`config.mk`:
```
export PLATFORM = sky130hd
export DESIGN_NAME = wlrc_log2
export DESIGN_NICKNAME = d
export VERILOG_FILES = /design/src/hdl/wlrc_pkg.sv /design/src/hdl/wlrc_log2.sv
export SDC_FILE = /design/constraint.sdc
export NUM_CORES = 2
export LEC_CHECK = 0
export BUFFER_PORTS_ARGS = -buffer_cell sky130_fd_sc_hd__buf_2
export CORE_MARGIN = 5
export CORE_UTILIZATION = 50
export DETAILED_ROUTE_END_ITERATION = 7
export GPL_TIMING_DRIVEN = 1
export PLACE_DENSITY = 0.67
export RECOVER_POWER = 50
export SYNTH_ARGS = -nofsm -noshare
export SYNTH_HDL_FRONTEND = slang
export SYNTH_SLANG_ARGS = --single-unit
```
`constraint.sdc`:
```
create_clock -name clk -period 13.4 [get_ports clk]
set_input_delay 1.34 -clock clk [delete_from_list [all_inputs] [get_ports clk]]
set_output_delay 1.34 -clock clk [all_outputs]
set_load 0.05 [all_outputs]
```
`src/hdl/wlrc_pkg.sv`:
```
`timescale 1ns / 1ps
// ---------------------------------------------------------------------------
// wlrc_pkg
// Beat types, codes and fixed constants of the weighted correlation block.
// ---------------------------------------------------------------------------
package wlrc_pkg;

  typedef struct packed {
    logic [31:0] price_a;
    logic [31:0] price_b;
    logic        last_day;
  } in_beat_t;

  typedef struct packed {
    logic signed [31:0] correlation;
    logic [1:0]         status;
  } out_beat_t;

  typedef enum logic [1:0] {
    STAT_OK         = 2'd0,
    STAT_FEW_DAYS   = 2'd1,
    STAT_ZERO_PRICE = 2'd2,
    STAT_ZERO_VAR   = 2'd3
  } status_t;

  typedef enum logic [3:0] {
    ST_IDLE, ST_LOG, ST_RET, ST_UPD, ST_FIN, ST_MEAN, ST_PR, ST_PD,
    ST_PM, ST_PW, ST_PA, ST_CHK, ST_SQRT, ST_DEN, ST_DIV, ST_OUT
  } state_t;

  localparam logic [15:0] DECAY_RESET = 16'd61604;
  localparam logic [31:0] WEIGHT_ONE  = 32'h8000_0000;
  localparam logic [30:0] LN2_Q31     = 31'd1488522236;
  localparam logic [30:0] ONE_Q30     = 31'h4000_0000;
  localparam logic [39:0] WTOTAL_MAX  = 40'hFF_FFFF_FFFF;
  localparam int          LOG_FRAC    = 26;
  localparam int          MOM_SHIFT   = 12;
  // 64 integer quotient bits plus the Q1.30 fraction
  localparam int          DIV_BASE    = 94;

endpackage

```
`src/hdl/wlrc_log2.sv`:
```
`timescale 1ns / 1ps
// ---------------------------------------------------------------------------
// wlrc_log2
// Iterative log2 of a Q16.16 price into unsigned Q5.26, one square a cycle.
// ---------------------------------------------------------------------------
module wlrc_log2 import wlrc_pkg::*; (
  input  logic        clk,
  input  logic        rst_n,
  input  logic        start,
  input  logic [31:0] price,
  output logic        busy,
  output logic [31:0] log_q26
);

  logic [31:0]         m_r;
  logic [LOG_FRAC-1:0] f_r;
  logic [4:0]          k_r;
  logic [4:0]          cnt_r;
  logic                busy_r;
  logic [4:0]          top_bit;
  logic [63:0]         sq;
  logic [32:0]         sq_sh;

  always_comb begin
    top_bit = '0;
    for (int i = 1; i < 32; i++) begin
      if (price[i]) top_bit = 5'(i);
    end
  end

  assign sq    = {32'd0, m_r} * {32'd0, m_r};
  assign sq_sh = sq[63:31];

  always_ff @(posedge clk) begin
    if (!rst_n) begin
      busy_r <= 1'b0;
    end else if (start) begin
      busy_r <= 1'b1;
      k_r    <= top_bit;
      m_r    <= price << (5'd31 - top_bit);
      f_r    <= '0;
      cnt_r  <= 5'(LOG_FRAC - 1);
    end else if (busy_r) begin
      // square at or above 2.0 gives a one bit and is halved
      f_r <= {f_r[LOG_FRAC-2:0], sq_sh[32]};
      m_r <= sq_sh[32] ? sq_sh[32:1] : sq_sh[31:0];
      if (cnt_r == 5'd0) busy_r <= 1'b0;
      else cnt_r <= cnt_r - 5'd1;
    end
  end

  assign busy    = busy_r;
  assign log_q26 = {1'b0, k_r, f_r};

endmodule

```
# After elaboration in Yosys (flattened, before gate mapping)
# Index checks and enable logic that the tools add are counted.
# totals
output_inout_bits	33
inputBits	35
wordCells	55
ff_bits	69
# classes
add_sub_neg	2
mul	1
eq_ne	1
muxes	40
reduce_logical	5
shift	1
# ops
operator	n
two-way mux 5 bit	32
two-way mux 32 bit	3
multiplier 32 x 32 -> 64 bit	1
<< shifter 32 x 5 -> 32 bit	1
two-way mux 26 bit	1
zero test 5 bit	1
subtractor 5 x 1 -> 5 bit, second input constant	1
subtractor 5 bit, first input constant	1
two-way mux 1 bit	4
AND reduction 2 bit	2
AND reduction 3 bit	1
inequality test 2 bit, second input constant	1
nonzero test 2 bit	1

# Logic depth before layout (Yosys ltp)
# depth
ltp_word	34
depth_mapped	31
depth_no_buf	27

# Least setup slack after synthesis
# OpenSTA, ideal clock, no wires.
# synth_timing
path_type	register -> register
from	register m_r[3]
to	register m_r[25] (data pin)
setup_ns	0.274
t_required_ns	13.126
period_less_slack_ns	7.861
stages_incl_launch_ff	28
arrival_time_ns	7.587
path_buffers	2
path_slack_ns	5.539
path_cell_list	edfxtp_1 -> clkbuf_1 -> clkbuf_1 -> nand2_1 -> fa_1 -> inv_1 -> fa_1 -> inv_1 -> fa_1 -> fa_1 -> inv_1 -> fa_1 -> inv_1 -> fa_1 -> inv_1 -> fa_1 -> fa_1 -> ha_1 -> and4_1 -> nor4b_1 -> a311oi_1 -> a21oi_1 -> a211oi_2 -> o21bai_1 -> a32o_1 -> a41oi_1 -> mux2i_1 -> o2111ai_1
# synth_between
elab_chain_cells	4
# synth_rtl
item	line	rtl
from (decl)	wlrc_log2.sv:15	logic [31:0] m_r;
from (signal assigned)	wlrc_log2.sv:40	m_r <= price << (5'd31 - top_bit);
from (signal assigned)	wlrc_log2.sv:46	m_r <= sq_sh[32] ? sq_sh[32:1] : sq_sh[31:0];
multiplier 32 x 32 -> 64 bit	wlrc_log2.sv:31	assign sq = {32'd0, m_r} * {32'd0, m_r};
two-way mux 32 bit	wlrc_log2.sv:46	
two-way mux 32 bit	wlrc_log2.sv:43	end else if (busy_r) begin
two-way mux 32 bit	wlrc_log2.sv:37	end else if (start) begin
# No other way between the ends. The select of a mux whose other input is x is not followed.
# A chain may end at the register's enable or synchronous reset.

# Worst setup path after layout
# layout_timing
from	register m_r[16]
to	register m_r[4] (data pin)
# Same word-level chain as after synthesis.

==> results.toml <==
[outcome]
outcome = "finished, violations left"
violations = "max-capacitance violations, max-slew violations"

[placed_design]
io_buffers = 66
dpl.hpwl_um = 69900
gp_congestion = 0.970

[die]
rows = 95
start_util = 0.504
die_w_um = 270
core_area_um2 = 67000
dieArea_um2 = 72800
die_h_um = 270
io_pins = 68

[drt]
initialDrtViolationCount = 1789
drc = 0
dr.pass1.iters = 5
num_vias = 24300
vias_per_cell = 5.46
wl_per_cell_um = 19.9
ant_nets = 0
finalWirelength_um = 88600

[hold_path]
hold_path_end = "f_r[2]"
hold_depth = 1
hold_start = "f_r[1]"
worst_hold_path_type = "reg -> reg"

[synthesis]
avgSynthCellArea_um2 = 9.38
synth_cell_types = 78
yosysSeqAreaShare = 0.0611
syn_area_um2 = 33800
syn_inst = 3599
ys.flop_type = "edfxtp_1"
async_reset_ff_frac = 0
ys_warn_count = 0
syn_nets = 4724
synth_edf_count = 68
ys_ff_latch = 69

[global_route]
use_met2 = 0.442
antenna_found_initial = 1
use_met1 = 0.331
grt_max_degree = 67
grt_pass1_wl_um = 145000
grt_overflow = 0
grt_pass1_vias = 26500
grt_busiest_layer = "met2"
grt.total_usage = 0.249
use_met3 = 0.0217

[clock_network]
cts.sinks = 69
cts_resized = 0
clock_path_buffers = 2
post_cts_buffers = 0
clk_latency_ns = 0.34
tritoncts = "built"
root_buffer = "clkbuf_16"
cts-buffers-inserted = 9
h-tree-depth = 3
holdBufCountCts = 0
clk_pin_slew_ns = 0.05

[sta]
fmaxAchievable_mhz = 102
tightest_slew_ns = 3.28
fin_crit_ns = 9.76
fin_crit_sh = 0.729
clock_skew_ns = 0.00833
setup_viol = 0
drv_slew = 127
final.setup.tns_ns = 0
maxSlewHeadroom = -1.18
hold_viol = 0
rsz0062_at_grt = "false"

[final_layout]
syn2layout_area_growth_pct = 3.94
final_common_cell = "inv_1"
diodes = 0
drive_gt1_frac = 0.0381
final_cell_mix = "inv_1, fa_1, nand2_1"
nets = 4687

[setup_path]
cp_common_cell = "fa_1"
critPathKind = "reg -> reg"
critPathBufInv = 4
critical_path_required_ns = 13.33
worstSetupStartpointType = "register"
critical_path.top_delay_family = "adder cells"
crit_slowest_cell = "nand2_1"
ff2ff_path_depth = 24
regToRegEndpoint = "m_r[4]"
r2r_slack_ns = 3.64
cp_slowest_stage_delay_ns = 0.74
cp-end-kind = "register"
critical_path_arrival_ns = 9.70
crit_cells = 24
worstPathCellList = "buf_4, clkinv_1, nor2_1, fa_1, fa_1, inv_1, fa_1, fa_1, inv_1, fa_1, fa_1, fa_1, fa_1, ha_1, a21oi_1, o21ai_0, a311o_1, a21o_1, a22oi_1, a211oi_2, o211ai_2, nand3_1, nand2_1, o311ai_0"
r2r-start = "m_r[16]"
path_max_fanout = 26

[job]
maxCapViolCount = 2
==> state kept, by name, indices dropped and copies added, names as in the netlist <==
register  count
cnt_r         5
k_r           5
f_r          26
m_r          32
busy          1
==> layout make-up <==
class | instances | area [µm²]
Clock buffer | 9 | 225
Clock inverter | 7 | 32.5
Fill cell | 6186 | 31900
Inverter | 1002 | 3760
Multi-Input combinational cell | 2372 | 27300
Sequential cell | 69 | 2060
Tap cell | 873 | 1090
Timing Repair Buffer | 108 | 593
==> Yosys cell counts, types with 4 or more instances <==
library cell / instances / area share
a211o_1: 6 / 0.0016
a22oi_1: 9 / 0.0020
nor2_1: 81 / 0.0090
nor4_1: 5 / 0.00093
nand2b_1: 7 / 0.0013
mux2i_1: 33 / 0.0098
nand2_1: 301 / 0.033
a41oi_1: 8 / 0.0021
and3_1: 15 / 0.0028
ha_1: 299 / 0.11
fa_1: 791 / 0.47
o21a_1: 7 / 0.0016
and4_1: 5 / 0.0013
buf_1: 7 / 0.00078
a21oi_1: 74 / 0.011
a311oi_1: 5 / 0.0013
and2_1: 231 / 0.043
xnor2_1: 37 / 0.0096
mux2_2: 19 / 0.0063
inv_1: 1000 / 0.11
o2111ai_1: 9 / 0.0023
a21boi_0: 15 / 0.0033
a211oi_1: 12 / 0.0027
o211ai_1: 42 / 0.0093
or3_1: 5 / 0.00093
a31o_2: 14 / 0.0036
nand4_1: 18 / 0.0033
xor2_1: 31 / 0.0080
o31ai_1: 4 / 0.00089
a21o_1: 42 / 0.0093
a31oi_1: 10 / 0.0019
o22ai_1: 5 / 0.00093
or2_2: 5 / 0.00093
nand3_1: 43 / 0.0064
buf_2: 11 / 0.0016
nor3b_1: 4 / 0.00089
clkbuf_1: 134 / 0.015
nor2b_1: 36 / 0.0067
buf_4: 4 / 0.00089
nor3_1: 15 / 0.0022
edfxtp_1: 68 / 0.060
o221ai_1: 21 / 0.0054
o21bai_1: 12 / 0.0027
o21ai_0: 51 / 0.0076
==> cells by family after synthesis <==
group | count (synthesis) | share of synthesized area
buf+inv | 1158 | 0.130
xor+xnor | 68 | 0.0176
mux | 54 | 0.0172
compound gates | 381 | 0.0802
fa+ha+maj | 1090 | 0.580
other cells | 1 | 0.000111
simple gates | 778 | 0.114
flops | 69 | 0.0611
==> layer usage <==
metal | vias to the layer above | share of wire
met5 | - | 0
li1 | 10800 | -
met3 | 176 | 0.059
met2 | 848 | 0.51
met4 | 0 | 0.033
met1 | 12400 | 0.40
==> worst max path at each step <==
stage / to / start
global route: m_r[4] / m_r[16]
floorplan: m_r[25] / m_r[3]
global placement: m_r[4] / m_r[16]
finish: m_r[4] / m_r[16]
CTS: m_r[4] / m_r[16]
detailed placement: m_r[4] / m_r[16]
==> metrics by stage <==
stage / hold slack [ns] / cells / area (µm²) / util / setup slack (ns)
finish: 0.566 / 4440 / 35100 / 0.524 / 3.64
global route: 0.595 / 4440 / 35100 / 0.524 / 3.20
CTS: 0.568 / 4440 / 35200 / 0.524 / 3.77
detailed placement: 0.547 / 4424 / 34900 / 0.521 / 3.80
global placement: 0.540 / 4424 / 34900 / 0.521 / 4.00
floorplan: 0.545 / 3599 / 33800 / - / 5.54
Power is left out: the tool's default activity adds up to more than one toggle a clock period on the data nets, which glitch-free logic cannot reach.
