## config.mk

```make
export PLATFORM = sky130hd
export DESIGN_NAME = wlrc_sdiv
export DESIGN_NICKNAME = d
export VERILOG_FILES = /design/src/hdl/wlrc_sdiv.sv
export SDC_FILE = /design/constraint.sdc
export NUM_CORES = 1
export LEC_CHECK = 0
export ABC_AREA = 0
export ABC_CLOCK_PERIOD_IN_PS = 3300
export BUFFER_PORTS_ARGS = -buffer_cell sky130_fd_sc_hd__clkbuf_2
export CAP_MARGIN = 20
export CORE_MARGIN = 10
export CORE_UTILIZATION = 42
export CTS_CLUSTER_SIZE = 8
export DETAILED_ROUTE_END_ITERATION = 6
export PLACE_DENSITY = 0.76
export SYNTH_ARGS = -nofsm -noshare
export SYNTH_HDL_FRONTEND = slang
export SYNTH_SLANG_ARGS = --single-unit
```

## constraint.sdc

```tcl
create_clock -name clk -period 3.3 [get_ports clk]
set_input_delay 0.825 -clock clk [delete_from_list [all_inputs] [get_ports clk]]
set_output_delay 0.825 -clock clk [all_outputs]
set_load 0.01 [all_outputs]
```

## src/hdl/wlrc_sdiv.sv

```systemverilog
`timescale 1ns / 1ps
// ---------------------------------------------------------------------------
// wlrc_sdiv
// Restoring unsigned divider, one quotient bit a cycle.
// ---------------------------------------------------------------------------
module wlrc_sdiv #(
  parameter int W  = 48,
  parameter int DW = 9
) (
  input  logic          clk,
  input  logic          rst_n,
  input  logic          start,
  input  logic [W-1:0]  dividend,
  input  logic [DW-1:0] divisor,
  output logic          busy,
  output logic [W-1:0]  quotient
);

  localparam int CNTW = $clog2(W + 1);

  logic [W-1:0]    q_r;
  logic [DW-1:0]   rem_r;
  logic [DW-1:0]   div_r;
  logic [CNTW-1:0] cnt_r;
  logic [DW:0]     rem_sh;
  logic [DW:0]     rem_sub;
  logic            ge;

  assign rem_sh  = {rem_r, q_r[W-1]};
  assign ge      = rem_sh >= {1'b0, div_r};
  assign rem_sub = rem_sh - {1'b0, div_r};

  always_ff @(posedge clk) begin
    if (!rst_n) begin
      cnt_r <= '0;
    end else if (start) begin
      q_r   <= dividend;
      rem_r <= '0;
      div_r <= divisor;
      cnt_r <= CNTW'(W);
    end else if (cnt_r != '0) begin
      rem_r <= ge ? rem_sub[DW-1:0] : rem_sh[DW-1:0];
      q_r   <= {q_r[W-2:0], ge};
      cnt_r <= cnt_r - 1'b1;
    end
  end

  assign busy     = cnt_r != '0;
  assign quotient = q_r;

endmodule

```

# After elaboration in Yosys (flattened, before gate mapping)
# Cells that the tools add are included.
word_totals:
  reg_bits: 72
  inputBits: 60
  output_inout_bits: 49
  elab_cells: 20
op_classes:
  n_bitwise: 1
  mux: 6
  reduce_logical: 5
  addsub: 2
  order_cmp: 1
op_table:
  columns: ["operator", "n"]
  rows:
  - ["two-way mux 48 bit", 2]
  - ["two-way mux 9 bit", 2]
  - ["two-way mux 6 bit", 2]
  - [">= comparator 10 x 9 -> 1 bit", 1]
  - ["subtractor 9 bit", 1]
  - ["nonzero test 6 bit", 1]
  - ["subtractor 6 x 1 -> 6 bit, second input constant", 1]
  - ["AND reduction 2 bit", 2]
  - ["nonzero test 2 bit", 1]
  - ["OR reduction 2 bit", 1]
  - ["NOT 1 bit", 1]

# Longest topological paths before layout
# Gate-level depths: netlist of run 1.
logic_depth:
  word_depth: 3
  depth_mapped: 10
  mapped_depth_nobuf: 9

# Least setup slack after synthesis of run 1
# Ideal clock, no wire load.
synth_path:
  path_type: "in2reg"
  from: "input port start"
  to: "register q_r[0], in the netlist quotient[0], enable pin"
  arrival_time_ps: 2771
  path_buffers: 2
  cell_stages: 3
  slack_ps: 110
  cell_sequence: "clkbuf_1 -> clkbuf_1 -> o21a_1"
synth_between:
  elab_chain_cells: 2
synth_lines:
  columns: ["item", "line_no", "source"]
  rows:
  - ["from (decl)", "12", "input logic start,"]
  - ["nonzero test 2 bit (no line)", null, null]
  - ["AND reduction 2 bit (no line)", null, null]
  - ["to (signal assigned)", "37", "q_r <= dividend;"]
  - ["to (signal assigned)", "43", "q_r <= {q_r[W-2:0], ge};"]
  - ["to (decl)", "21", "logic [W-1:0] q_r;"]
# No other way between the ends.
# A chain may end at the register's enable or synchronous reset.

# Final worst setup path of run 1
layout_path:
  from: "register rem_r[4]"
  to: "register rem_r[4] (data pin)"
layout_between:
  elab_chain_cells: 3
layout_lines:
  columns: ["item", "line_no", "source"]
  rows:
  - ["from (decl)", "22", "logic [DW-1:0] rem_r;"]
  - ["from (signal assigned)", "42", "rem_r <= ge ? rem_sub[DW-1:0] : rem_sh[DW-1:0];"]
  - [">= comparator 10 x 9 -> 1 bit", "30", "assign ge = rem_sh >= {1'b0, div_r};"]
  - ["two-way mux 9 bit", "42", null]
  - ["two-way mux 9 bit", "41", "end else if (cnt_r != '0) begin"]
# No other way between the ends. The select of a mux whose other input is x is not followed.

==> summary.txt, run 1 <==
Placement
  – Number of port buffers: 108
  – Routability congestion estimate: 0.736
  – Area post-placement: 4130 um2
  – Placed Cells: 447
  – Post-DP HPWL: 6030 um

Floorplan
  – Placeable Area: 8180 um2
  – Num ports: 109
  – Die X: 111 um
  – Rows: 33
  – Die ar.: 12400 um2
  – Die Y: 111 um
  – Initial Util: 42.9%

Synth
  – Synth cell types: 49
  – Warnings, synthesis: 0
  – Top_reg_cell synth: edfxtp_1
  – Post-Syn Nets: 315
  – EDFF count, synth: 66
  – Cells after synthesis: 244
  – Post-synthesis cell area: 3500 um2
  – #FFs+latches synth: 72
  – Asr flop ratio synth: 0%
  – Synthesized area per cell: 14.4 um2
  – Register area share after synthesis: 60.0%

STA
  – Max Fclk: 0.374 GHz
  – Fin. max-slew vios: 0
  – Final hold viol count: 0
  – Slew @ Worst Pin: 0.830 ns
  – Final Skew: 0.0104 ns
  – Tcrit/Tclk final: 80.9%
  – Final min period: 2.67 ns
  – Max transition margin: 44.7%
  – Final setup fails: 0
  – Setup TNS: 0 ns
  – RSZ-0062 raised after global routing: no

Run
  – Max_cap viols: 0

Setup path
  – Worst Path Class, Setup: reg2reg
  – CP max stage cell: a31oi_2
  – CP Capture Type: flip-flop
  – CP Max Fanout: 12
  – WP data required: 3.35 ns
  – Startpoint Class: flip-flop
  – Worst path cell trace: ha_1 -> nand4_1 -> or3_1 -> a31oi_2 -> mux2i_1 -> nor2_1
  – Max stage delay on crit path: 0.68 ns
  – Crit path DAT: 2.72 ns

Drt
  – Via density: 5.12
  – Met1 Wirelength: 2970 um
  – DR vias: 2369
  – Routed length on met2: 3850 um
  – Top layer in use: met4
  – Antenna-violating nets left: 0
  – Drt first-iter violations: 82
  – DRC viols: 0
  – WL/cell: 16.9 um
  – Metal3 WL: 915 um
  – WL final: 7840 um
  – Detailed Routing Iterations Pass 1: 4

Global routing
  – Global-route wire length before repair: 12700 um
  – GRT Total Usage: 12.4%
  – Largest net degree at the start of global routing: 63
  – Initial antenna violation count: 0
  – Number of global-route vias before repair: 2583
  – Total congestion overflow: 0

CTS
  – TritonCTS clock tree: done
  – Clock slew at reported path FFs: 0.07 ns
  – Post-CTS Setup Inserts: 0
  – CTS Sinks: 72
  – CTS HTree Levels: 3
  – TritonCTS buffer count: 9
  – Longest Clk Path Bufs: 2
  – CTS Hold Bufs: 0
  – Latest clock arrival within the worst-skew pair: 0.34 ns
  – Root cell of the clock tree: clkbuf_8
  – CTS resizes: 0

Min path
  – Worst hold path type: reg2reg

Outcome
  – Status: completed

Cells and area
  – Final core occ: 53.4%
  – Final Non-Filler Cells: 463
  – Post-route cell area: 4370 um2
  – Share of post-route cells with drive strength above 1: 51.7%
  – Area Overhead vs Synth: 24.6%
  – N_diodes: 0
  – Fillers: 699
  – Fin nets: 424

Pwr
  – Pwr/cell area: 603 nW/um2
  – LEAKAGE: 1.82 nW
  – Total power: 2.63 mW
  – Maximum vdd drop: 0.382 mV
==> cell families (layout without fill, tap and decap cells) <==
group / Yosys count / after routing / share of synthesized area [%]
mux: 52 / 52 / 16.6
buf+inv: 25 / 139 / 3.18
flops: 72 / 72 / 60.0
simple gates: 42 / 42 / 6.00
xor+xnor: 6 / 6 / 1.50
fa+ha+maj: 11 / 11 / 4.14
compound gates: 36 / 36 / 8.60
==> stage by stage <==
step                hold WS, ns  worst slack [ns]
global placement          0.479             0.744
global route              0.564             0.482
floorplan                 0.465             0.110
CTS                       0.525             0.622
finish                    0.522             0.629
detailed placement        0.518             0.642
==> placed cells by master, fill, tap and decap left out, types with 8 or more instances in the layout <==
cell        n
clkbuf_2  108
clkbuf_8    9
edfxtp_1   66
ha_1       10
inv_1      13
mux2_2     49
nand2_1     8
nor2_1     11
==> report_power, final <==
| part | switching (mW) | internal, mW |
|---|---|---|
| clock network | 0.311 | 0.500 |
| registers | 0.0598 | 1.14 |
| logic | 0.338 | 0.287 |
==> final timing paths <==
check / start / end / slack (ns) / cells after the start
setup / recovery: rem_r[4] / rem_r[4] / 0.63 / 6
hold / removal: cnt_r[5] / cnt_r[4] / 0.52 / 2
hold reg to reg: cnt_r[5] / cnt_r[4] / 0.52 / 2
setup reg to reg: rem_r[4] / rem_r[4] / 0.63 / 6
==> synthesized netlist by cell type (2+ instances only) <==
library cell  count  area [um2]
o21a_1            5        37.5
a211oi_1          3        22.5
nand2_1           8        30.0
ha_1             10         125
a21oi_1           6        30.0
nor2_1           11        41.3
nand3_1           2        10.0
nor2b_1           2        12.5
a21o_1            5        37.5
a31oi_1           2        12.5
a211oi_2          2        25.0
dfxtp_1           6         120
xnor2_1           6        52.6
clkbuf_1          6        22.5
inv_1            13        48.8
nor2_2            2        12.5
o22ai_1           2        12.5
mux2_2           49         552
edfxtp_1         66        1980
mux2i_1           3        30.0
nor3_1            6        30.0
buf_4             2        15.0
==> per-layer routing <==
layer,global-route usage [%],vias up
met2,20.6,85
met3,7.89,7
li1,-,1141
met5,0,-
met4,4.03,0
met1,12.7,1136
==> final cells by class <==
class / instances / area (um2) / area share, %
Clock buffer: 10 / 128 / 2.92
Tap cell: 105 / 131 / 3.01
Clock inverter: 6 / 108 / 2.46
Timing Repair Buffer: 110 / 556 / 12.7
Multi-Input combinational cell: 147 / 1290 / 29.6
Sequential cell: 72 / 2100 / 48.2
Inverter: 13 / 48.8 / 1.12
==> sequential cells by signal, indices dropped and copies added (netlist names) <==
register / count
quotient: 48
div_r: 9
rem_r: 9
cnt_r: 6
==> worst max-delay path: cells and delay by family (launching register included) <==
kind                     cells  cell delay [ns]
AO/OA/AOI/OAI                1             0.68
AND/OR/NAND/NOR              3             0.52
adder cells (fa/ha/maj)      1             0.50
multiplexers                 1             0.29
flip-flops                   1             0.40
No activity file was read; power rests on OpenSTA's default activity.
==> inputs of run 2 (changes only) <==
Settings changed: ABC_AREA 0 to 1, ABC_CLOCK_PERIOD_IN_PS 3300 to 2730, PLACE_DENSITY 0.76 to 0.73.
Clock period 3.3 ns to 2.73 ns, I/O delays scaled along.
==> summary.txt, run 2 <==
STA
  – Final setup fails: 0
  – Final Skew: 0.0104 ns
  – Tcrit/Tclk final: 85.8%
  – Max Fclk: 0.427 GHz
  – Setup TNS: 0 ns
  – Fin. max-slew vios: 0
  – Slew @ Worst Pin: 0.532 ns
  – Final hold viol count: 0
  – Fin worst setup slack: 0.388 ns
  – RSZ-0062 raised after global routing: no
  – Final min period: 2.34 ns
  – Max transition margin: 64.5%

Drt
  – DR vias: 2854
  – WL/cell: 13.8 um
  – WL final: 8490 um
  – Antenna-violating nets left: 0
  – DRC viols: 0
  – Via density: 4.63
  – Drt first-iter violations: 117
  – Detailed Routing Iterations Pass 1: 4

Synth
  – Top_reg_cell synth: edfxtp_1
  – Register area share after synthesis: 59.2%
  – EDFF count, synth: 66
  – Post-synth top cells: nand2_1, edfxtp_1, inv_1, nor2_1, ha_1
  – Synth area leader: edfxtp_1
  – Top cells by area, synth: edfxtp_1, nand2_1, inv_1
  – Dominant cell by count in the synthesized netlist: nand2_1
  – Cells after synthesis: 395
  – Top cell type's share of synthesized area: 55.8%
  – Asr flop ratio synth: 0%
  – Post-synthesis cell area: 3550 um2
  – Warnings, synthesis: 0
  – Post-Syn Nets: 466
  – #FFs+latches synth: 72
  – Synthesized area per cell: 8.99 um2
  – Synth cell types: 25

Cells and area
  – N_diodes: 0
  – Post-route cell area: 4430 um2
  – Area Overhead vs Synth: 24.7%
  – Leading cell types in the layout, fill and taps excluded: nand2_1, clkbuf_2, edfxtp_1
  – Final core occ: 53.9%
  – Fin nets: 578
  – Share of post-route cells with drive strength above 1: 27.5%
  – Most common cell after layout, fill and taps aside: nand2_1
  – Fillers: 767
  – Flip-flop count of the largest register after layout: 48

Floorplan
  – Die Y: 112 um
  – Die X: 112 um
  – Num ports: 109
  – Die ar.: 12500 um2
  – Initial Util: 43.2%
  – Rows: 33
  – Placeable Area: 8220 um2

Setup path
  – CP dominant cell by count: nand2_1
  – Worst Path Class, Setup: reg2out
  – CP Max Fanout: 6
  – Critical Path Source: cnt_r[0]
  – CP Capture Type: primary output
  – Reg-to-Reg Start: quotient[47]
  – Crit path DAT: 1.66 ns
  – Worst path cell trace: inv_1 -> ha_1 -> nand2_1 -> nor2_1 -> nand2_1 -> clkbuf_2
  – Max stage delay on crit path: 0.32 ns
  – CP max stage cell: dfxtp_1
  – Buffers and inverters on the worst path: 2
  – Startpoint Class: flip-flop
  – WP data required: 2.05 ns
  – CP delay by family, top: simple AND/OR/NAND/NOR gates

CTS
  – CTS Hold Bufs: 0
  – Root cell of the clock tree: clkbuf_8
  – Post-CTS Setup Inserts: 0
  – CTS resizes: 0
  – Clock slew at reported path FFs: 0.08 ns
  – Latest clock arrival within the worst-skew pair: 0.34 ns
  – CTS HTree Levels: 3
  – CTS Sinks: 72
  – TritonCTS buffer count: 9
  – TritonCTS clock tree: done
  – Longest Clk Path Bufs: 2

Placement
  – Number of port buffers: 108
  – Area post-placement: 4210 um2
  – Pre-CTS setup slack: 0.613 ns
  – Routability congestion estimate: 0.931
  – Post-DP HPWL: 6550 um

Global routing
  – Number of global-route vias before repair: 2966
  – Total congestion overflow: 0
  – Largest net degree at the start of global routing: 57
  – GRT Total Usage: 13.3%
  – Initial antenna violation count: 0
  – Global-route wire length before repair: 14000 um

Pwr
  – Sw Share: 29.4%
  – Switching pwr: 0.886 mW
  – Sequential share of power: 47.4%
  – Clock power frac: 30.5%
  – Pwr/cell area: 681 nW/um2
  – Combinational power share: 22.1%
  – Maximum vdd drop: 0.375 mV
  – LEAKAGE: 2.24 nW
  – P_int: 2.13 mW
  – Total power: 3.01 mW

Min path
  – Hold Path Origin: cnt_r[0]
  – Worst hold path type: reg2reg

Run
  – Max_cap viols: 0

Outcome
  – Status: completed
==> run 2: changes by cell type after synthesis, sizes merged, moves of 5 or more <==
cell and change:
o21a -5, a21o -5, inv +21, nor2 +16, mux2 -49, nand2 +193, nand3 +6, a211oi -5
nor3 -5
==> run 2: through the flow <==
| step | hold WS, ns | cells |
|---|---|---|
| 2_1_floorplan | 0.422 | 395 |
| 3_3_place_gp | 0.433 | 601 |
| 3_5_place_dp | 0.439 | 601 |
| 4_1_cts | 0.450 | 617 |
| 5_1_grt | 0.494 | 617 |
| 6_report | 0.449 | 617 |
==> run 2: area by class of cell <==
type                            count  area, um2  share of cell area (%)
Clock buffer                        9        124                    2.80
Clock inverter                      7       96.3                    2.18
Inverter                           34        128                    2.88
Multi-Input combinational cell    276       1260                    28.4
Sequential cell                    72       2100                    47.5
Tap cell                          105        131                    2.97
Timing Repair Buffer              114        586                    13.2
==> run 2: worst register-to-register path, cell delays in order, from the launching register on <==
cell	delay, ns
edfxtp_1	0.42
inv_1	0.08
ha_1	0.13
inv_1	0.07
fa_1	0.40
nand2_1	0.08
nand2_1	0.09
nand3_2	0.10
nand2_2	0.07
nand2_2	0.09
nand2_4	0.12
inv_1	0.12
o21ai_0	0.08
==> run 2: power groups by stage <==
stage / combinational, mW / sequential (mW) / clock (mW)
2_1_floorplan: 0.425 / 1.47 / 0
3_3_place_gp: 0.653 / 1.45 / 0
3_5_place_dp: 0.673 / 1.45 / 0
4_1_cts: 0.675 / 1.43 / 0.943
5_1_grt: 0.766 / 1.44 / 0.997
6_report: 0.666 / 1.43 / 0.920
==> run 2: path summary, 6_finish.rpt <==
check / end / slack (ns) / cells past startpoint
setup / recovery: busy / 0.39 / 6
setup reg to reg: quotient[0] / 0.62 / 12
hold / removal: cnt_r[0] / 0.45 / 1
hold reg to reg: cnt_r[0] / 0.45 / 1
==> run 2: metal layers <==
metal	up-vias	wire (um)	share of wire (%)	global-route usage (%)
li1	1477	-	-	-
met1	1289	3710	44	16.0
met2	84	4020	47	21.5
met3	4	724	8.5	5.74
met4	0	40	0.47	3.47
met5	-	0	0	0
==> run 2: logic make-up (layout without fill, tap and decap cells) <==
group	after synthesis	in the layout	synth area share, %
and+or+nand+nor	247	247	27.8
DFF	72	72	59.2
buffers and inverters	47	164	5.75
AOI/OAI and AO/OA	14	14	2.11
adders and majority gates	11	11	4.09
xor gates and xnor gates	4	4	0.987
