===== src/hdl/wlrc_sqrt.sv =====
`timescale 1ns / 1ps
// ---------------------------------------------------------------------------
// wlrc_sqrt
// Normalises a 64-bit variance by even shifts, then takes its integer root
// two bits a cycle.
// ---------------------------------------------------------------------------
module wlrc_sqrt (
  input  logic              clk,
  input  logic              rst_n,
  input  logic              start,
  input  logic [63:0]       value,
  output logic              busy,
  output logic [31:0]       root,
  output logic signed [5:0] shift_exp
);

  logic [63:0]       x_r;
  logic [63:0]       r_r;
  logic [63:0]       bit_r;
  logic signed [5:0] exp_r;
  logic              norm_r;
  logic              run_r;
  logic [63:0]       trial;

  assign trial = r_r + bit_r;

  always_ff @(posedge clk) begin
    if (!rst_n) begin
      norm_r <= 1'b0;
      run_r  <= 1'b0;
    end else if (start) begin
      r_r   <= '0;
      bit_r <= 64'd1 << 62;
      if (value[63:62] != 2'b00) begin
        x_r    <= value >> 2;
        exp_r  <= -6'sd1;
        run_r  <= 1'b1;
      end else begin
        x_r    <= value;
        exp_r  <= 6'sd0;
        norm_r <= 1'b1;
      end
    end else if (norm_r) begin
      if (x_r[61:60] != 2'b00) begin
        norm_r <= 1'b0;
        run_r  <= 1'b1;
      end else begin
        x_r   <= x_r << 2;
        exp_r <= exp_r + 6'sd1;
      end
    end else if (run_r) begin
      if (x_r >= trial) begin
        x_r <= x_r - trial;
        r_r <= (r_r >> 1) + bit_r;
      end else begin
        r_r <= r_r >> 1;
      end
      bit_r <= bit_r >> 2;
      if (bit_r[0]) run_r <= 1'b0;
    end
  end

  assign busy      = norm_r | run_r;
  assign root      = r_r[31:0];
  assign shift_exp = exp_r;

endmodule


===== config.mk =====
export PLATFORM = sky130hd
export DESIGN_NAME = wlrc_sqrt
export DESIGN_NICKNAME = d
export VERILOG_FILES = /design/src/hdl/wlrc_sqrt.sv
export SDC_FILE = /design/constraint.sdc
export NUM_CORES = 1
export LEC_CHECK = 0
export BUFFER_PORTS_ARGS = -buffer_cell sky130_fd_sc_hd__buf_2
export CORE_MARGIN = 3
export CORE_UTILIZATION = 30
export CTS_BUF_LIST = sky130_fd_sc_hd__clkbuf_16
export DETAILED_ROUTE_END_ITERATION = 16
export GPL_ROUTABILITY_DRIVEN = 0
export SETUP_SLACK_MARGIN = 0.15
export SYNTH_ARGS = -nofsm -noshare
export SYNTH_HDL_FRONTEND = slang
export SYNTH_SLANG_ARGS = --single-unit

===== constraint.sdc =====
create_clock -name clk -period 10.8 [get_ports clk]
set_clock_uncertainty 0.15 [all_clocks]
set_input_delay 2.16 -clock clk [delete_from_list [all_inputs] [get_ports clk]]
set_output_delay 2.16 -clock clk [all_outputs]
set_load 0.02 [all_outputs]

# Word level (Yosys, flattened, before mapping)
# Cells that the tools add are included.
# W data, S select, Z words.
# word_totals
register_bits,200
input_bits,67
word_cells,53
# classes
addsub,4
n_lt_le_gt_ge,1
eq_ne,6
n_mux,25
n_bitwise,1
reduce_logical,10
# op_table
op,n
$mux W64,11
$add A63 B64 Y64,1
$add A64 B64 Y64,1
$ge A64 B64 Y1,1
$sub A64 B64 Y64,1
$mux W6,4
$mux W1,10
$reduce_bool A2 Y1,4
$add A6 B2 Y6 const B,1
$ne A2 B2 Y1 const B,3
$reduce_and A3 Y1,2
$reduce_bool A3 Y1,2
$reduce_and A4 Y1,1
$ne A3 B2 Y1 const B,1
$ne A3 B3 Y1 const B,1
$ne A2 B1 Y1 const B,1
$reduce_and A2 Y1,1
$or A1 B1 Y1,1

# Longest topological paths before layout
# Gate-level depths: netlist (run 1).
# logic_depth
word_depth,6
ltp_mapped,27

# Worst setup path before layout (run 1)
# Ideal clock, no wire load.
# synth_timing
kind,register -> register
start,register bit_r[0]
end,register x_r[0] (enable)
setup_ns,0.486
t_arrival_ns,7.388
required_time_ns,10.164
setup_slack_ns,2.776
path_stages_with_launch,27
n_path_buf,3
synth_period_minus_slack_ns,8.024
cell_sequence,edfxtp_1 ha_1 ha_1 a21oi_1 o21ai_0 a21boi_0 o21ai_0 a22o_1 and2_1 o21ai_0 nand2b_1 and2_1 o21ai_0 xor2_1 ha_1 clkbuf_1 a21o_1 a21oi_1 a21oi_1 o211a_1 a311oi_1 a311o_1 nand2_1 buf_2 buf_2 a21oi_1 nor2_1
# synth_between
elab_chain_cells,4
# synth_rtl
element,line_no,source
start: declaration,19,logic [63:0] bit_r;
start signal: assignment,33,bit_r <= 64'd1 << 62;
start signal: assignment,58,bit_r <= bit_r >> 2;
$add A64 B64 Y64,25,assign trial = r_r + bit_r;
$ge A64 B64 Y1,52,if (x_r >= trial) begin
$reduce_bool A3 Y1 (no line),n/a,
$reduce_and A4 Y1 (no line),n/a,
end signal: assignment,35,x_r <= value >> 2;
end signal: assignment,48,x_r <= x_r << 2;
end signal: assignment,53,x_r <= x_r - trial;
end: declaration,17,logic [63:0] x_r;
# No other way between the ends.
# A chain may end at the register's enable or synchronous reset.

# Worst setup path in the final report (run 1)
# layout_timing
start,register bit_r[0]
end,register x_r[14] (enable)
# Same word-level chain as after synthesis.

==> implementation parameters, run 1 <==
Parameter                              Value

Synthesis
  Post-Synthesis Net Count ... 2,023
  Register area share after synthesis ... 31.7%
  Number of warnings issued by yosys ... 0
  Mean area per synthesized cell ... 8.70 sq um
  Share of the synthesized area in the top cell type ... 31.4%
  Count of different cell masters after synthesis ... 73
  Flop and latch count out of synthesis ... 168
  Number of synthesized flops with an enable pin ... 166
  Synthesized instance count ... 1,824
  Flip-flop cell with the highest count after synthesis ... sky130_fd_sc_hd__edfxtp_1
  Proportion of register bits with asynchronous set or reset after synthesis ... 0%
  Post-synth top area cell ... sky130_fd_sc_hd__edfxtp_1
  Most frequent cells after synthesis ... sky130_fd_sc_hd__edfxtp_1, sky130_fd_sc_hd__nand2_1, sky130_fd_sc_hd__o21ai_0, sky130_fd_sc_hd__nor2_1, sky130_fd_sc_hd__ha_1
  Leading cell types by total area after synthesis ... sky130_fd_sc_hd__edfxtp_1, sky130_fd_sc_hd__ha_1, sky130_fd_sc_hd__xor2_1
  Syn Std Cell Area ... 15,900 sq um

Timing
  Worst slew slack as a fraction of its limit ... 28.7%
  Post-route fraction of the period consumed by the critical path ... 68.4%
  Setup repair after global routing missed its margin ... no
  Accumulated negative setup slack ... 0 ps
  Final Max Slew Viols ... 0
  Min cycle time layout ... 7380 ps
  Max Freq ... 135 MHz
  Actual transition at the worst max-transition pin ... 1070 ps
  Setup-violating endpoint count in the final report ... 0
  Final hold viol count ... 0

Clocking
  Clock latency at the later pin of the worst-skew pair ... 460 ps
  Clock slew at the register clock pins of the worst setup and hold paths ... 70 ps
  CTS resizes ... 0
  Cts hold-fix bufs ... 0
  H-tree depth reported by CTS ... 4
  Bufs on Longest Clock Path ... 2
  Clock Root Buffer ... sky130_fd_sc_hd__clkbuf_16
  Number of clock sinks ... 168
  Number of setup buffers added after CTS ... 0
  TritonCTS Buffers ... 17
  Clock tree from TritonCTS ... built

Power
  Peak supply drop ... 0.162 mV
  Gate power share ... 47.9%
  Register share of total power ... 30.7%
  Power per Cell Area ... 175 nW/um^2
  Internal power component ... 1770 uW
  Part of the total power dissipated in the clock network ... 21.4%
  Psw ... 1280 uW
  Fraction of power spent switching nets ... 42.0%
  Leakage Power ... 0.00645 uW

GRT
  Wire length of the first global-routing pass ... 75.5 mm
  Largest net degree at the start of global routing ... 97
  Overall track demand over capacity in global routing ... 16.7%
  Number of global-route vias before repair ... 13,829
  Residual overflow from global routing ... 0
  Number of antenna violations at the first check in global routing ... 1

Placement
  PortBufs ... 105
  Area after detailed placement ... 16,800 sq um
  Detailed Place HPWL ... 36.7 mm
  Placed cells ... 2,497

Routing
  Total length of routed wires ... 48.6 mm
  Residual DRC ... 0
  Number of vias after detailed routing ... 14,513
  TritonRoute pass-1 iters ... 8
  DRC violation total after the first TritonRoute iteration ... 1,680
  Detail-routed net length per standard cell ... 19.2 um
  Via-per-instance ratio ... 5.74
  Remaining antenna violation count after routing ... 0

Layout
  Antenna diode count ... 0
  Area growth from synthesis to final layout ... 9.35%
  Fill cells ... 5,301
  Number of standard cells in the final layout excluding fillers ... 2,529
  Number of nets in the layout ... 2,035
  Share of post-route cells with drive strength above 1 ... 9.68%
  Design area ... 17,400 sq um
  Post-layout util ... 33.5%

Critical path
  Critical Path Source Type ... flop
  Type of the worst setup path ... reg -> reg
  Slowest Stage Delay on Critical Path ... 670 ps
  Category of cells accounting for the largest share of critical-path delay ... compound AO/OA/AOI/OAI gates
  Kind of end point of the critical path ... flop
  CP required ... 10,730 ps
  Critical Path AT ... 7320 ps
  CP max stage cell ... sky130_fd_sc_hd__buf_4
  Crit-path max FO ... 75
  Buffer and inverter count on the worst path ... 2

Run status
  Run status ... complete, no violations

Floorplan
  Number of core rows ... 83
  Die Area ... 55,700 sq um
  Horizontal extent of the die ... 236 um
  Die Y ... 236 um
  Initial cell density of the core ... 30.6%
  Floorplan core area ... 51,800 sq um
  I/O pins ... 106

Hold path
  Hold Crit Class ... reg -> reg

Flow run
  Number of maximum-capacitance constraint violations ... 0
-- sequential cells by signal, indices dropped and copies added (netlist names) --
signal     flops
norm_r         1
r_r           64
run_r          1
bit_r         32
shift_exp      6
x_r           64
-- metal layers --
layer	up-vias	global-route usage [%]	part of all wire, %
li1	6933	-	-
met1	6986	23.1	45
met2	518	26.0	45
met3	74	3.16	7.0
met4	2	6.21	3.0
met5	-	0	0.025
-- logic make-up after synthesis --
| logic type | Yosys count | synth area share (%) |
|---|---|---|
| AOI/OAI and AO/OA | 608 | 25.4 |
| and+or+nand+nor | 584 | 17.8 |
| xor gates and xnor gates | 185 | 10.2 |
| DFF | 168 | 31.7 |
| buffers and inverters | 146 | 4.42 |
| adders and majority gates | 132 | 10.5 |
| muxes | 1 | 0.0631 |
-- power groups by stage --
| stage | combinational [uW] | sequential, uW | clock [uW] |
|---|---|---|---|
| final | 1460 | 935 | 652 |
| after global routing | 1610 | 943 | 684 |
| after CTS | 1440 | 932 | 667 |
| after detailed placement | 1430 | 944 | 0 |
| after global placement | 1420 | 942 | 0 |
| after floorplan | 1130 | 906 | 0 |
-- cell type report --
| class | instances | area (sq um) | area share (%) |
|---|---|---|---|
| multi-input cells | 1510 | 10200 | 58.7 |
| clock buffers | 17 | 425 | 2.45 |
| well taps | 680 | 851 | 4.90 |
| inverters | 24 | 90.1 | 0.519 |
| clock inverters | 15 | 175 | 1.01 |
| flip-flops and latches | 168 | 5020 | 28.9 |
| repair buffers | 115 | 603 | 3.47 |
-- path summary, 6_finish.rpt --
check / from / end / slack (ps) / depth (start not counted)
min: x_r[0] / x_r[2] / 450 / 1
max reg2reg: bit_r[0] / x_r[14] / 3420 / 25
min reg2reg: x_r[0] / x_r[2] / 450 / 1
max: bit_r[0] / x_r[14] / 3420 / 25
-- metrics by stage --
stage	hold slack, ps	power (uW)	worst slack, ps
after global placement	412	2360	3620
after floorplan	368	2030	2780
final	449	3040	3420
after detailed placement	419	2370	3500
after CTS	438	3040	3470
after global routing	482	3240	2820
-- cell usage in the layout, fill, tap and decap left out, drive strengths merged, types with 8 or more instances in the layout --
cell	synthesis	routed
nor3	33	33
nand3	40	40
ha	131	131
nor2	153	153
o21a	13	13
o21ai	157	157
a222oi	57	57
nand4	44	44
edfxtp	166	166
and3	15	15
a31o	13	13
nand2	166	166
o31ai	10	10
a21oi	130	130
and2	25	25
nand2b	17	17
nor2b	54	54
o21bai	24	24
o211ai	9	9
inv	23	26
a21o	51	51
xnor2	88	88
clkbuf	76	17
a41oi	8	8
buf	46	115
a31oi	50	50
xor2	97	97
a211oi	36	36
-- worst register-to-register path, cell delays in order, from the launching register on --
cell                       delay (ps)
sky130_fd_sc_hd__edfxtp_1         420
sky130_fd_sc_hd__ha_1             250
sky130_fd_sc_hd__ha_1             220
sky130_fd_sc_hd__a21oi_1          280
sky130_fd_sc_hd__o21ai_0          270
sky130_fd_sc_hd__a21boi_0         390
sky130_fd_sc_hd__o21ai_0          230
sky130_fd_sc_hd__a22o_1           310
sky130_fd_sc_hd__and2_1           220
sky130_fd_sc_hd__o21ai_0          190
sky130_fd_sc_hd__nand2b_1         100
sky130_fd_sc_hd__and2_1           180
sky130_fd_sc_hd__o21ai_0          210
sky130_fd_sc_hd__xor2_1           130
sky130_fd_sc_hd__ha_1             470
sky130_fd_sc_hd__a21o_1           160
sky130_fd_sc_hd__a21oi_1          100
sky130_fd_sc_hd__a21oi_1          210
sky130_fd_sc_hd__o211a_1          200
sky130_fd_sc_hd__a311oi_1          60
sky130_fd_sc_hd__a311o_1          390
sky130_fd_sc_hd__nand2_2           80
sky130_fd_sc_hd__buf_4            630
sky130_fd_sc_hd__a21oi_1          270
sky130_fd_sc_hd__nor2_4           130
sky130_fd_sc_hd__buf_4            670
No activity file was read; power rests on OpenSTA's default activity.
==> run 2, diff against run 1 <==
--- a/config.mk
+++ b/config.mk
@@ -5,6 +5,7 @@
 export SDC_FILE = /design/constraint.sdc
 export NUM_CORES = 1
 export LEC_CHECK = 0
+export ABC_AREA = 1
 export BUFFER_PORTS_ARGS = -buffer_cell sky130_fd_sc_hd__buf_2
 export CORE_MARGIN = 3
 export CORE_UTILIZATION = 30
==> constraint.sdc (replaced) <==
create_clock -name clk -period 7.5 [get_ports clk]
set_clock_uncertainty 0.15 [all_clocks]
set_input_delay 1.5 -clock clk [delete_from_list [all_inputs] [get_ports clk]]
set_output_delay 1.5 -clock clk [all_outputs]
set_load 0.02 [all_outputs]
==> run 2 against run 1 <==
  * Sequential share of layout area down 8.1 points
  * Non-clock buffer count up 1
  * Die area up 39%
  * Core utilization down 0.60 points
  * Wire length up 86%
  * Global-route usage up 6.0 points
  * Via count up 72%
  * Fmax up 18%
  * Clock power up 44%
  * Setup slack worse by 2100 ps
  * Register-to-register slack worse by 2100 ps
  * Largest power group unchanged
==> implementation parameters, run 2 <==
Parameter                              Value

Run status
  Run status ... complete, no violations (unchanged)

Routing
  DRT met1 WL ... 38.5 mm (was 22.0 mm)
  TritonRoute pass-1 iters ... 8 (unchanged)
  DRC violation total after the first TritonRoute iteration ... 2,601 (was 1,680)
  Number of vias after detailed routing ... 25,000 (was 14,513)
  Remaining antenna violation count after routing ... 0 (unchanged)
  Max Used Layer ... met5 (unchanged)
  Total length of routed wires ... 90.3 mm (was 48.6 mm)
  Via-per-instance ratio ... 5.17 (was 5.74)
  Wire length on met3 ... 7.22 mm (was 3.43 mm)
  Detail-routed net length per standard cell ... 18.7 um (was 19.2 um)
  Residual DRC ... 0 (unchanged)
  Met2 wire len ... 39.9 mm (was 21.6 mm)

Critical path
  CP max stage cell ... sky130_fd_sc_hd__edfxtp_1 (was sky130_fd_sc_hd__buf_4)
  Critical Path AT ... 6260 ps (was 7320 ps)
  Slowest Stage Delay on Critical Path ... 620 ps (was 670 ps)
  Crit path cell chain ... ha_1 > nand2_1 > o21ai_0 > nand2_1 > o21ai_0 > o21bai_1 > nand4_1 > nand3_1 > nand2_1 > ha_1 > nand2_1 > nor2_1 > nand2_1 > nor3_2 > nand2_4 > nand2_8 > nand2_1 > a21oi_4 > buf_12
  Most common cell type on the critical path ... sky130_fd_sc_hd__nand2_1
  Critical Path Source Type ... flop (unchanged)
  CP required ... 7530 ps (was 10,730 ps)
  Kind of end point of the critical path ... flop (unchanged)
  Type of the worst setup path ... reg -> reg (unchanged)
  Length in cells of the worst reg-to-reg path ... 19 (was 25)
  Crit-path max FO ... 62 (was 75)

Timing
  Post-route fraction of the period consumed by the critical path ... 83.1% (was 68.4%)
  Setup-violating endpoint count in the final report ... 0 (unchanged)
  Max Freq ... 160 MHz (was 135 MHz)
  Worst slew slack as a fraction of its limit ... 19.5% (was 28.7%)
  Min cycle time layout ... 6230 ps (was 7380 ps)
  Setup repair after global routing missed its margin ... no (unchanged)
  Actual transition at the worst max-transition pin ... 1210 ps (was 1070 ps)
  Accumulated negative setup slack ... 0 ps (unchanged)
  Final hold viol count ... 0 (unchanged)
  Final Max Slew Viols ... 0 (unchanged)

Synthesis
  Leading cell types by total area after synthesis ... sky130_fd_sc_hd__nand2_1, sky130_fd_sc_hd__edfxtp_1, sky130_fd_sc_hd__inv_1 (was sky130_fd_sc_hd__edfxtp_1, sky130_fd_sc_hd__ha_1, sky130_fd_sc_hd__xor2_1)
  Post-Synthesis Net Count ... 4,032 (was 2,023)
  Count of different cell masters after synthesis ... 49 (was 73)
  Number of warnings issued by yosys ... 0 (unchanged)
  Proportion of register bits with asynchronous set or reset after synthesis ... 0% (unchanged)
  Mean area per synthesized cell ... 5.80 sq um (was 8.70 sq um)
  Synthesized instance count ... 3,833 (was 1,824)
  Most frequent cells after synthesis ... sky130_fd_sc_hd__nand2_1, sky130_fd_sc_hd__inv_1, sky130_fd_sc_hd__nor2_1, sky130_fd_sc_hd__nand3_1, sky130_fd_sc_hd__a21oi_1 (was sky130_fd_sc_hd__edfxtp_1, sky130_fd_sc_hd__nand2_1, sky130_fd_sc_hd__o21ai_0, sky130_fd_sc_hd__nor2_1, sky130_fd_sc_hd__ha_1)
  Flop and latch count out of synthesis ... 168 (unchanged)
  Flip-flop cell with the highest count after synthesis ... sky130_fd_sc_hd__edfxtp_1 (unchanged)
  Top-count cell post-synth ... sky130_fd_sc_hd__nand2_1
  Syn Std Cell Area ... 22,200 sq um (was 15,900 sq um)
  Post-synth top area cell ... sky130_fd_sc_hd__nand2_1 (was sky130_fd_sc_hd__edfxtp_1)
  Register area share after synthesis ... 22.6% (was 31.7%)
  Number of synthesized flops with an enable pin ... 166 (unchanged)
  Share of the synthesized area in the top cell type ... 22.5% (was 31.4%)

Layout
  Registers with the highest flip-flop counts ... r_r: 64 flops, x_r: 64 flops, bit_r: 32 flops (unchanged)
  Most common cell after layout, fill and taps aside ... sky130_fd_sc_hd__nand2_1 (was sky130_fd_sc_hd__edfxtp_1)
  Antenna diode count ... 0 (unchanged)
  Number of nets in the layout ... 4,060 (was 2,035)
  Number of standard cells in the final layout excluding fillers ... 4,833 (was 2,529)
  Share of post-route cells with drive strength above 1 ... 4.47% (was 9.68%)
  Fill cells ... 8,243 (was 5,301)
  Area growth from synthesis to final layout ... 8.42% (was 9.35%)
  Most frequent cells in the layout ... sky130_fd_sc_hd__nand2_1, sky130_fd_sc_hd__inv_1, sky130_fd_sc_hd__nor2_1 (was sky130_fd_sc_hd__edfxtp_1, sky130_fd_sc_hd__nand2_1, sky130_fd_sc_hd__o21ai_0)

Clocking
  Bufs on Longest Clock Path ... 2 (unchanged)
  Cts hold-fix bufs ... 0 (unchanged)
  Clock latency at the later pin of the worst-skew pair ... 520 ps (was 460 ps)
  H-tree depth reported by CTS ... 4 (unchanged)
  Number of clock sinks ... 168 (unchanged)
  Number of setup buffers added after CTS ... 0 (unchanged)
  Clock slew at the register clock pins of the worst setup and hold paths ... 80 ps (was 70 ps)
  TritonCTS Buffers ... 17 (unchanged)
  Clock tree from TritonCTS ... built (unchanged)
  Clock Root Buffer ... sky130_fd_sc_hd__clkbuf_16 (unchanged)
  CTS resizes ... 0 (unchanged)

Hold path
  Hold Crit Class ... reg -> reg (unchanged)
  Instance count along the most critical hold path ... 2 (was 1)

Floorplan
  I/O pins ... 106 (unchanged)
  Floorplan core area ... 73,200 sq um (was 51,800 sq um)
  Die Area ... 77,300 sq um (was 55,700 sq um)
  Initial cell density of the core ... 30.3% (was 30.6%)
  Horizontal extent of the die ... 278 um (was 236 um)
  Number of core rows ... 99 (was 83)
  Die Y ... 278 um (was 236 um)

GRT
  Largest net degree at the start of global routing ... 97 (unchanged)
  Number of global-route vias before repair ... 23,163 (was 13,829)
  Residual overflow from global routing ... 0 (unchanged)
  Overall track demand over capacity in global routing ... 22.7% (was 16.7%)
  Number of antenna violations at the first check in global routing ... 2 (was 1)
  Wire length of the first global-routing pass ... 134 mm (was 75.5 mm)

Power
  Leakage Power ... 0.0123 uW (was 0.00645 uW)
  Peak supply drop ... 0.221 mV (was 0.162 mV)
  Power per Cell Area ... 229 nW/um^2 (was 175 nW/um^2)

Placement
  PortBufs ... 105 (unchanged)
  Detailed Place HPWL ... 73.6 mm (was 36.7 mm)
  Placed cells ... 4,801 (was 2,497)

Flow run
  Number of maximum-capacitance constraint violations ... 0 (unchanged)
## run 2: cell count changes in the layout (fill, tap and decap cells not counted), moves of 53 or more
cell / before / now
sky130_fd_sc_hd__a21oi_1: 128 / 214
sky130_fd_sc_hd__a222oi_1: 57 / 0
sky130_fd_sc_hd__nand3_1: 40 / 291
sky130_fd_sc_hd__inv_1: 23 / 679
sky130_fd_sc_hd__nor2b_1: 53 / 0
sky130_fd_sc_hd__xnor2_1: 88 / 34
sky130_fd_sc_hd__nand2_1: 165 / 1331
sky130_fd_sc_hd__nor2_1: 148 / 436
## run 2: metrics by stage
| step | total power (uW) | worst slack [ps] | hold slack [ps] | utilization [%] | cell area (sq um) |
|---|---|---|---|---|---|
| 6_report | 5510 | 1270 | 329 | 32.9 | 24100 |
| 5_1_grt | 5920 | 997 | 369 | 32.9 | 24100 |
| 3_5_place_dp | 4500 | 1460 | 323 | 32.1 | 23500 |
| 2_1_floorplan | 3600 | 447 | 299 | - | 22200 |
| 4_1_cts | 5460 | 1450 | 335 | 32.9 | 24100 |
| 3_3_place_gp | 4490 | 1510 | 313 | 32.1 | 23500 |
## run 2: logic make-up after synthesis
kind of cell | share of synthesized area (%)
xor+xnor | 3.82
flops | 22.6
buf+inv | 14.3
compound gates | 11.3
simple gates | 40.5
fa+ha+maj | 7.47
## run 2: final timing paths
| check | end | from | slack [ps] |
|---|---|---|---|
| min reg2reg | run_r | run_r | 330 |
| max | x_r[54] | r_r[14] | 1270 |
| max reg2reg | x_r[54] | r_r[14] | 1270 |
| min | run_r | run_r | 330 |
## run 2: per-layer routing
layer,up-vias,track usage [%]
li1,12212,-
met1,11435,30.0
met2,1140,36.5
met3,211,2.91
met4,2,11.7
met5,-,0
## run 2: critical path, delay by kind of cell, from the launching register on
family,cells,cell delay (ps)
and+or+nand+nor,12,2370
AOI/OAI and AO/OA,4,1320
adders and majority gates,2,950
DFF,1,620
buffers and inverters,1,330
## run 2: cell type report
class | count | area [sq um] | area share [%]
timing repair buffer | 116 | 633 | 2.63
multi-input combinational | 2876 | 14100 | 58.4
clock inverter | 15 | 168 | 0.696
sequential | 168 | 5020 | 20.9
clock buffer | 17 | 425 | 1.77
inverter | 682 | 2560 | 10.6
tap | 959 | 1200 | 4.98
## run 2: power by group
| group | internal, uW | switching [uW] | total, uW | leakage (uW) |
|---|---|---|---|---|
| registers | 1230 | 206 | 1440 | 0.00161 |
| clock network | 495 | 445 | 939 | 0.000292 |
| logic | 973 | 2160 | 3140 | 0.0104 |
